===== src/rtl/mtep_pkg.sv =====
// shared types and constants of the midi track event parser
package mtep_pkg;

  localparam logic [7:0] META_STATUS = 8'hFF;
  localparam logic [7:0] TRACK_NAME_TYPE = 8'h03;

  typedef enum logic [2:0] {
    KIND_CHANNEL     = 3'd0,
    KIND_META_HEADER = 3'd1,
    KIND_META_DATA   = 3'd2,
    KIND_UNKNOWN     = 3'd3,
    KIND_TRACK_END   = 3'd4,
    KIND_TRUNCATED   = 3'd5
  } kind_t;

  typedef enum logic [2:0] {
    PH_DELTA  = 3'd0,
    PH_STATUS = 3'd1,
    PH_DATA1  = 3'd2,
    PH_DATA2  = 3'd3,
    PH_MTYPE  = 3'd4,
    PH_MLEN   = 3'd5,
    PH_MDATA  = 3'd6,
    PH_SKIP   = 3'd7
  } phase_t;

  typedef struct packed {
    logic [7:0] data_byte;
    logic       track_last;
  } item_t;

  typedef struct packed {
    logic [7:0] data_byte;
    logic       track_last;
    logic       high_bit;
    logic [1:0] chan_bytes;
  } entry_t;

  typedef struct packed {
    kind_t       kind;
    logic [31:0] delta_time;
    logic [7:0]  status;
    logic [7:0]  data_first;
    logic [7:0]  data_second;
    logic [1:0]  data_count;
    logic [7:0]  meta_type;
    logic [31:0] meta_length;
    logic [7:0]  meta_byte;
    logic        is_track_name;
    logic        meta_last;
    logic        track_end;
  } result_t;

  typedef struct packed {
    logic   empty;
    entry_t entry;
  } front_q_t;

  function automatic logic [1:0] channel_bytes(input logic [7:0] s);
    logic [1:0] n;
    begin
      case (s[7:4])
        4'h8, 4'h9, 4'hA, 4'hB, 4'hE: n = 2'd2;
        4'hC, 4'hD: n = 2'd1;
        default: n = 2'd0;
      endcase
      return n;
    end
  endfunction

endpackage


===== src/rtl/mtep_fifo.sv =====
// two-entry register queue
module mtep_fifo #(
  parameter int WIDTH = 8
) (
  input  logic             clk,
  input  logic             rst,
  input  logic             push,
  input  logic [WIDTH-1:0] wdata,
  output logic             full,
  input  logic             pop,
  output logic [WIDTH-1:0] rdata,
  output logic             empty
);

  logic [WIDTH-1:0] mem [2];
  logic             wr_ptr;
  logic             rd_ptr;
  logic [1:0]       count;
  logic             do_push;
  logic             do_pop;

  assign full    = (count == 2'd2);
  assign empty   = (count == 2'd0);
  assign do_push = push && !full;
  assign do_pop  = pop && !empty;
  assign rdata   = mem[rd_ptr];

  always_ff @(posedge clk) begin
    if (do_push) begin
      mem[wr_ptr] <= wdata;
    end
  end

  always_ff @(posedge clk) begin
    if (rst) begin
      wr_ptr <= 1'b0;
      rd_ptr <= 1'b0;
      count  <= 2'd0;
    end else begin
      if (do_push) begin
        wr_ptr <= ~wr_ptr;
      end
      if (do_pop) begin
        rd_ptr <= ~rd_ptr;
      end
      case ({do_push, do_pop})
        2'b10: count <= count + 2'd1;
        2'b01: count <= count - 2'd1;
        default: count <= count;
      endcase
    end
  end

endmodule


===== src/rtl/mtep_front.sv =====
// byte intake: classifies each chunk byte and queues it for the parser
module mtep_front (
  input  logic                clk,
  input  logic                rst,
  input  logic                push,
  input  mtep_pkg::item_t     item,
  output logic                full,
  input  logic                q_pop,
  output mtep_pkg::front_q_t  q
);

  mtep_pkg::entry_t entry_in;
  logic [$bits(mtep_pkg::entry_t)-1:0] q_data;
  logic q_empty;

  always_comb begin
    entry_in.data_byte  = item.data_byte;
    entry_in.track_last = item.track_last;
    entry_in.high_bit   = item.data_byte[7];
    entry_in.chan_bytes = mtep_pkg::channel_bytes(item.data_byte);
  end

  mtep_fifo #(
    .WIDTH($bits(mtep_pkg::entry_t))
  ) u_queue (
    .clk   (clk),
    .rst   (rst),
    .push  (push),
    .wdata (entry_in),
    .full  (full),
    .pop   (q_pop),
    .rdata (q_data),
    .empty (q_empty)
  );

  assign q = {q_empty, q_data};

endmodule


===== src/rtl/mtep_back.sv =====
// event parser state machine: one queued byte per cycle into the result queue, stalling while it is full
module mtep_back #(
  parameter int LENGTH_WIDTH = 32
) (
  input  logic                clk,
  input  logic                rst,
  input  mtep_pkg::front_q_t  q,
  output logic                q_pop,
  input  logic                out_full,
  output logic                out_push,
  output mtep_pkg::result_t   out_data
);

  mtep_pkg::phase_t        phase, phase_next;
  logic [7:0]              running_status, running_status_next;
  logic [1:0]              running_cls, running_cls_next;
  logic [31:0]             delta_accum, delta_accum_next;
  logic [7:0]              event_status, event_status_next;
  logic [1:0]              event_cls, event_cls_next;
  logic [7:0]              held_data, held_data_next;
  logic [7:0]              held_meta_type, held_meta_type_next;
  logic [LENGTH_WIDTH-1:0] meta_len_accum, meta_len_accum_next;
  logic [LENGTH_WIDTH-1:0] meta_remaining, meta_remaining_next;

  logic step;
  logic have;

  assign step     = !q.empty && !out_full;
  assign q_pop    = step;
  assign out_push = step && have;

  always_ff @(posedge clk) begin
    if (rst) begin
      phase          <= mtep_pkg::PH_DELTA;
      running_status <= 8'd0;
      running_cls    <= 2'd0;
      delta_accum    <= 32'd0;
      event_status   <= 8'd0;
      event_cls      <= 2'd0;
      held_data      <= 8'd0;
      held_meta_type <= 8'd0;
      meta_len_accum <= '0;
      meta_remaining <= '0;
    end else if (step) begin
      phase          <= phase_next;
      running_status <= running_status_next;
      running_cls    <= running_cls_next;
      delta_accum    <= delta_accum_next;
      event_status   <= event_status_next;
      event_cls      <= event_cls_next;
      held_data      <= held_data_next;
      held_meta_type <= held_meta_type_next;
      meta_len_accum <= meta_len_accum_next;
      meta_remaining <= meta_remaining_next;
    end
  end

  always_comb begin
    mtep_pkg::phase_t        ph;
    logic [7:0]              b;
    logic                    hi;
    logic [7:0]              es;
    logic [1:0]              ncls;
    logic [LENGTH_WIDTH-1:0] len_new;
    logic [LENGTH_WIDTH-1:0] rem_new;
    logic                    pending;

    b       = q.entry.data_byte;
    hi      = q.entry.high_bit;
    es      = 8'd0;
    ncls    = 2'd0;
    len_new = '0;
    rem_new = '0;
    pending = 1'b0;
    have    = 1'b0;

    phase_next          = phase;
    running_status_next = running_status;
    running_cls_next    = running_cls;
    delta_accum_next    = delta_accum;
    event_status_next   = event_status;
    event_cls_next      = event_cls;
    held_data_next      = held_data;
    held_meta_type_next = held_meta_type;
    meta_len_accum_next = meta_len_accum;
    meta_remaining_next = meta_remaining;
    out_data            = '0;

    ph = (phase == mtep_pkg::PH_SKIP && hi) ? mtep_pkg::PH_DELTA : phase;
    phase_next = ph;

    unique case (ph)
      mtep_pkg::PH_DELTA: begin
        delta_accum_next = {delta_accum[24:0], b[6:0]};
        if (hi) begin
          pending = 1'b1;
        end else begin
          phase_next = mtep_pkg::PH_STATUS;
        end
      end
      mtep_pkg::PH_STATUS: begin
        es   = hi ? b : running_status;
        ncls = hi ? q.entry.chan_bytes : running_cls;
        if (hi) begin
          running_status_next = b;
          running_cls_next    = q.entry.chan_bytes;
        end
        event_status_next = es;
        event_cls_next    = ncls;
        if (es == mtep_pkg::META_STATUS) begin
          if (hi) begin
            phase_next = mtep_pkg::PH_MTYPE;
          end else begin
            held_meta_type_next = b;
            meta_len_accum_next = '0;
            phase_next          = mtep_pkg::PH_MLEN;
          end
        end else if (ncls == 2'd0) begin
          out_data.kind       = mtep_pkg::KIND_UNKNOWN;
          out_data.delta_time = delta_accum;
          out_data.status     = es;
          delta_accum_next    = 32'd0;
          phase_next          = mtep_pkg::PH_SKIP;
          have                = 1'b1;
        end else if (hi) begin
          phase_next = mtep_pkg::PH_DATA1;
        end else if (ncls == 2'd1) begin
          out_data.kind       = mtep_pkg::KIND_CHANNEL;
          out_data.delta_time = delta_accum;
          out_data.status     = es;
          out_data.data_first = b;
          out_data.data_count = 2'd1;
          delta_accum_next    = 32'd0;
          phase_next          = mtep_pkg::PH_DELTA;
          have                = 1'b1;
        end else begin
          held_data_next = b;
          phase_next     = mtep_pkg::PH_DATA2;
        end
      end
      mtep_pkg::PH_DATA1: begin
        if (event_cls == 2'd1) begin
          out_data.kind       = mtep_pkg::KIND_CHANNEL;
          out_data.delta_time = delta_accum;
          out_data.status     = event_status;
          out_data.data_first = b;
          out_data.data_count = 2'd1;
          delta_accum_next    = 32'd0;
          phase_next          = mtep_pkg::PH_DELTA;
          have                = 1'b1;
        end else begin
          held_data_next = b;
          phase_next     = mtep_pkg::PH_DATA2;
        end
      end
      mtep_pkg::PH_DATA2: begin
        out_data.kind        = mtep_pkg::KIND_CHANNEL;
        out_data.delta_time  = delta_accum;
        out_data.status      = event_status;
        out_data.data_first  = held_data;
        out_data.data_second = b;
        out_data.data_count  = 2'd2;
        delta_accum_next     = 32'd0;
        phase_next           = mtep_pkg::PH_DELTA;
        have                 = 1'b1;
      end
      mtep_pkg::PH_MTYPE: begin
        held_meta_type_next = b;
        meta_len_accum_next = '0;
        phase_next          = mtep_pkg::PH_MLEN;
      end
      mtep_pkg::PH_MLEN: begin
        len_new = {meta_len_accum[LENGTH_WIDTH-8:0], b[6:0]};
        meta_len_accum_next = len_new;
        if (!hi) begin
          out_data.kind          = mtep_pkg::KIND_META_HEADER;
          out_data.delta_time    = delta_accum;
          out_data.status        = mtep_pkg::META_STATUS;
          out_data.meta_type     = held_meta_type;
          out_data.meta_length   = 32'(len_new);
          out_data.is_track_name = (held_meta_type == mtep_pkg::TRACK_NAME_TYPE);
          out_data.meta_last     = (len_new == '0);
          have                   = 1'b1;
          delta_accum_next       = 32'd0;
          meta_remaining_next    = len_new;
          phase_next = (len_new != '0) ? mtep_pkg::PH_MDATA : mtep_pkg::PH_DELTA;
        end
      end
      mtep_pkg::PH_MDATA: begin
        rem_new = meta_remaining - LENGTH_WIDTH'(1);
        meta_remaining_next    = rem_new;
        out_data.kind          = mtep_pkg::KIND_META_DATA;
        out_data.status        = mtep_pkg::META_STATUS;
        out_data.meta_type     = held_meta_type;
        out_data.meta_length   = 32'(meta_len_accum);
        out_data.meta_byte     = b;
        out_data.is_track_name = (held_meta_type == mtep_pkg::TRACK_NAME_TYPE);
        out_data.meta_last     = (rem_new == '0);
        have                   = 1'b1;
        if (rem_new == '0) begin
          phase_next = mtep_pkg::PH_DELTA;
        end
      end
      default: begin
      end
    endcase

    if (phase_next != mtep_pkg::PH_DELTA && phase_next != mtep_pkg::PH_SKIP) begin
      pending = 1'b1;
    end

    // end of chunk: report and return to reset state
    if (q.entry.track_last) begin
      if (pending) begin
        out_data            = '0;
        out_data.kind       = mtep_pkg::KIND_TRUNCATED;
        out_data.delta_time = delta_accum_next;
        if (phase_next != mtep_pkg::PH_DELTA && phase_next != mtep_pkg::PH_STATUS) begin
          out_data.status = event_status_next;
        end
      end else if (!have) begin
        out_data.kind = mtep_pkg::KIND_TRACK_END;
      end
      out_data.track_end  = 1'b1;
      have                = 1'b1;
      phase_next          = mtep_pkg::PH_DELTA;
      running_status_next = 8'd0;
      running_cls_next    = 2'd0;
      delta_accum_next    = 32'd0;
      event_status_next   = 8'd0;
      event_cls_next      = 2'd0;
      held_data_next      = 8'd0;
      held_meta_type_next = 8'd0;
      meta_len_accum_next = '0;
      meta_remaining_next = '0;
    end
  end

endmodule


===== src/rtl/midi_track_event_parser.sv =====
// midi track event parser top level: byte intake, parser, result queue
// a byte is registered in the intake queue and its result in the result queue before the result can be popped
// throughput: one byte per cycle while the result queue is not full, one parser step per queued byte
// two-entry queues on intake and results keep full and empty free of combinational paths
// reset: synchronous rst empties both queues and returns the parser to awaiting a delta
module midi_track_event_parser #(
  parameter int LENGTH_WIDTH = 32
) (
  input  logic              clk,
  input  logic              rst,
  input  logic              push,
  input  mtep_pkg::item_t   item,
  output logic              full,
  input  logic              pop,
  output mtep_pkg::result_t result,
  output logic              empty
);

  mtep_pkg::front_q_t front_q;
  logic               q_pop;
  logic               out_full;
  logic               out_push;
  mtep_pkg::result_t  out_data;
  logic [$bits(mtep_pkg::result_t)-1:0] res_bits;

  mtep_front u_front (
    .clk   (clk),
    .rst   (rst),
    .push  (push),
    .item  (item),
    .full  (full),
    .q_pop (q_pop),
    .q     (front_q)
  );

  mtep_back #(
    .LENGTH_WIDTH(LENGTH_WIDTH)
  ) u_back (
    .clk      (clk),
    .rst      (rst),
    .q        (front_q),
    .q_pop    (q_pop),
    .out_full (out_full),
    .out_push (out_push),
    .out_data (out_data)
  );

  mtep_fifo #(
    .WIDTH($bits(mtep_pkg::result_t))
  ) u_result_q (
    .clk   (clk),
    .rst   (rst),
    .push  (out_push),
    .wdata (out_data),
    .full  (out_full),
    .pop   (pop),
    .rdata (res_bits),
    .empty (empty)
  );

  assign result = mtep_pkg::result_t'(res_bits);

endmodule


===== config.mk =====
export PLATFORM = sky130hd
export DESIGN_NAME = midi_track_event_parser
export DESIGN_NICKNAME = d
export VERILOG_FILES = /design/src/rtl/mtep_pkg.sv /design/src/rtl/mtep_fifo.sv /design/src/rtl/mtep_front.sv /design/src/rtl/mtep_back.sv /design/src/rtl/midi_track_event_parser.sv
export SDC_FILE = /design/constraint.sdc
export NUM_CORES = 1
export LEC_CHECK = 0
export BUFFER_PORTS_ARGS = -buffer_cell sky130_fd_sc_hd__buf_2
export CAP_MARGIN = 20
export CORE_ASPECT_RATIO = 0.5
export CORE_MARGIN = 3
export CORE_UTILIZATION = 59
export CTS_CLUSTER_SIZE = 28
export DETAILED_ROUTE_END_ITERATION = 8
export PLACE_DENSITY = 0.82
export SETUP_SLACK_MARGIN = 0.05
export SLEW_MARGIN = 0
export SYNTH_ARGS = -nofsm -noshare
export SYNTH_HDL_FRONTEND = slang
export SYNTH_SLANG_ARGS = --single-unit

===== constraint.sdc =====
create_clock -name clk -period 9.63 [get_ports clk]
set_input_delay 0.963 -clock clk [delete_from_list [all_inputs] [get_ports clk]]
set_output_delay 0.963 -clock clk [all_outputs]
set_load 0.01 [all_outputs]

==> metrics.txt <==
outcome finished clean; gpl congestion 0.932; Synth async-reset ratio 0%; clock transition at the registers of the reported paths 70 ps; Critical Path Sink Type flop; Worst-Skew Late Latency 540 ps; commonest cells in the netlist edfxtp_1 (246), nor2_1 (197), nand2_1 (159), dfxtp_1 (143), mux2_2 (124); pre-CTS setup slack 4200 ps; CP max stage delay 700 ps; fin area 0.0199 sq mm; Antenna diodes 0; Top FF cell, synth edfxtp_1; fin crit share 56.8%; CTS tree yes; Critical Path End u_result_q.mem[1][72]; # fillers 2125; Yosys top cell area share 41.6%; hold slack 455 ps; Register-to-Register Setup Slack 4160 ps; most common cell in the netlist edfxtp_1; initial antenna violation count 0; count of pins over their slew limit 0; Final Hold Fails 0; footprint of the multi-input gates 0.00700 sq mm; Initial Util 60.6%; peak supply drop 169 uV; Max Clk Rate 0.183 GHz; Syn Nets 1647; fin crit period 5470 ps; FF+latch count, synth 389; cts hold-fix bufs 0; number of synthesized flops with an enable pin 246; clock skew 33.8 ps; Synth area leaders edfxtp_1 (42%), dfxtp_1 (16%), mux2_2 (7.9%); total track usage 27.4%; Die Ht 129 um; CP Cell Sequence nor4_4 > nand4_1 > xnor2_1 > or4_1 > a2111oi_1 > nand4_1 > a21o_1 > a21oi_4 > buf_4 > mux2_2; Root Driver clkbuf_16; crit-path max FO 33; Critical Path RT 9900 ps; final worst slack 4160 ps; die width 251 um; Post-Syn Instances 1630; IO buf count 126; buffer depth of the longest clock path 3; post-DP HPWL 28.9 mm; GRT overflow 0; Synth Warn # 0; largest net degree at the start of global routing 94; Finish-stage setup viols 0; Synth area leader edfxtp_1; Core ar. 0.0293 sq mm; combinational family with the most area after synthesis simple AND/OR/NAND/NOR gates; cts repair resizes 0; hold path cells 2; # H-tree levels 2; CP most frequent cell nand4_1; reg-to-reg endpoint u_result_q.mem[1][72]; Post-CTS Setup Repair Bufs 0; Placed Instance Area 0.0186 sq mm; DR vias 13532; post-synthesis simple-gate area fraction 15.6%; # IOs 127; Worst-Margin Slew 1160 ps; Synth Area in XOR/XNOR 0.988%; Yosys cell types 70; DR iter-0 viols 1835; Setup Total Neg Slack 0 ps; die area 0.0323 sq mm; first-pass GRT wire length 70.4 mm; dpl cells 2055; Post-route DRC 0; fin util 67.8%; Slowest cell on crit path nor4_4; Detailed Routing Iterations Pass 1 6; Register Area 0.0103 sq mm; adder-cell share of the synthesized area 0.282%; sequential element share of the synthesized area 57.8%; Avg Inst Size Synth 10.9 sq um; Sink Count 389; Critical Path AT 5740 ps; Setup crit start u_back.meta_remaining[2]; Reg2Reg Launch Point u_back.meta_remaining[2]; non-filler cells in the finished layout 2121; Post-Syn Area 0.0177 sq mm; PwrDens 277 mW/mm^2; Rel. slew slack 20.3%; Crit Path Class reg2reg; type of origin of the critical path flop; vias in the first global route 12692; Row Count 44; share of cells above drive strength 1 21.5%; vias per cell 6.38; mux cell area share after synthesis 9.63%; CTS Buf Count 35; LEAKAGE 6.81 nW; area grow syn2layout 12.0%; Post-layout nets 1722; wirelength, routed 45.2 mm; Compound-Gate Fraction of Synth Area 12.7%; average wire per standard cell 21.3 um; post-route ant nets 0; Final Power 5.50 mW; Register-to-Register Path Depth 10; Max Cap Viol 0; unrepaired setup endpoints after global routing no; Worst Hold Class reg2reg
-- metal layers --
metal  part of all wire, %  vias up  global-route usage [%]  routed length [um]
met4                   2.2        0                    7.29                 974
met2                    46      623                    43.3               20600
li1                      -     6192                       -                   -
met1                    43     6631                    39.6               19500
met3                   9.1       86                    5.09                4120
met5                     0        -                       0                   0
-- layout make-up --
| cell class | count | share of cell area (%) |
|---|---|---|
| Clock inverter | 13 | 0.857 |
| Timing Repair Buffer | 158 | 4.71 |
| Multi-Input combinational cell | 1110 | 35.2 |
| Clock buffer | 49 | 4.91 |
| Inverter | 11 | 0.208 |
| Tap cell | 391 | 2.46 |
| Sequential cell | 389 | 51.6 |
-- kinds of logic (layout without fill, tap and decap cells) --
| group | count (synthesis) | count (layout) |
|---|---|---|
| AOI/OAI and AO/OA | 344 | 344 |
| xor gates and xnor gates | 20 | 20 |
| adders and majority gates | 4 | 4 |
| buffers and inverters | 131 | 231 |
| DFF | 389 | 389 |
| muxes | 155 | 155 |
| and+or+nand+nor | 587 | 587 |
-- state kept, by name, summed over array words and instances, names as in the netlist, 2 cells and up, named ones only --
signal / count
u_front.u_queue.count: 2
u_front.u_queue.mem: 22
u_back.meta_len_accum: 32
u_back.held_meta_type: 8
u_back.held_data: 8
u_result_q.mem: 224
u_back.event_status: 8
u_back.running_status: 8
u_back.delta_accum: 32
u_back.running_cls: 2
u_back.meta_remaining: 32
u_back.phase: 3
u_result_q.count: 2
-- how the worst min path moves through the flow --
stage / startpoint / endpoint / slack (ps)
final: u_back.meta_len_accum[25] / u_back.meta_len_accum[25] / 450
after global placement: u_back.meta_len_accum[27] / u_back.meta_len_accum[27] / 440
after CTS: u_back.meta_len_accum[25] / u_back.meta_len_accum[25] / 450
after floorplan: u_back.meta_len_accum[25] / u_back.meta_len_accum[25] / 430
after global routing: u_back.meta_len_accum[27] / u_back.meta_len_accum[27] / 480
after detailed placement: u_back.meta_len_accum[25] / u_back.meta_len_accum[25] / 450
-- power by group --
group          switching [mW]  total [mW]  leakage [nW]  internal (mW)
logic                    1.17        1.86          2.84          0.687
clock network           0.621        1.42         0.555          0.799
registers               0.132        2.22          3.41           2.09
total                    1.93        5.50          6.81           3.57
-- worst max-delay path: cells and delay by family (launching register included) --
kind                   cells  cell delay, ps
flip-flops                 1             390
AND/OR/NAND/NOR            4            2190
AO/OA/AOI/OAI              3            1440
multiplexers               1             390
buffers and inverters      1             470
XOR/XNOR                   1             320
-- cell usage in the layout (no fill, tap or decap), types with 9 or more instances in the layout --
| cell | synthesis | routed |
|---|---|---|
| a21oi_1 | 91 | 90 |
| a22oi_1 | 88 | 88 |
| buf_2 | 10 | 126 |
| buf_4 | 3 | 28 |
| clkbuf_1 | 96 | 9 |
| clkbuf_16 | 0 | 36 |
| dfxtp_1 | 143 | 142 |
| edfxtp_1 | 246 | 246 |
| mux2_2 | 124 | 124 |
| mux2i_1 | 30 | 29 |
| nand2_1 | 159 | 158 |
| nand2b_1 | 9 | 9 |
| nand3_1 | 75 | 74 |
| nand3b_1 | 9 | 9 |
| nand4_1 | 12 | 12 |
| nor2_1 | 197 | 195 |
| nor2b_1 | 10 | 10 |
| nor3_1 | 35 | 32 |
| nor3b_1 | 11 | 11 |
| nor4_1 | 16 | 16 |
| o21ai_0 | 56 | 56 |
| o21ai_1 | 26 | 25 |
| or3_1 | 14 | 14 |
| xnor2_1 | 13 | 13 |
No activity file was read; power rests on OpenSTA's default activity.
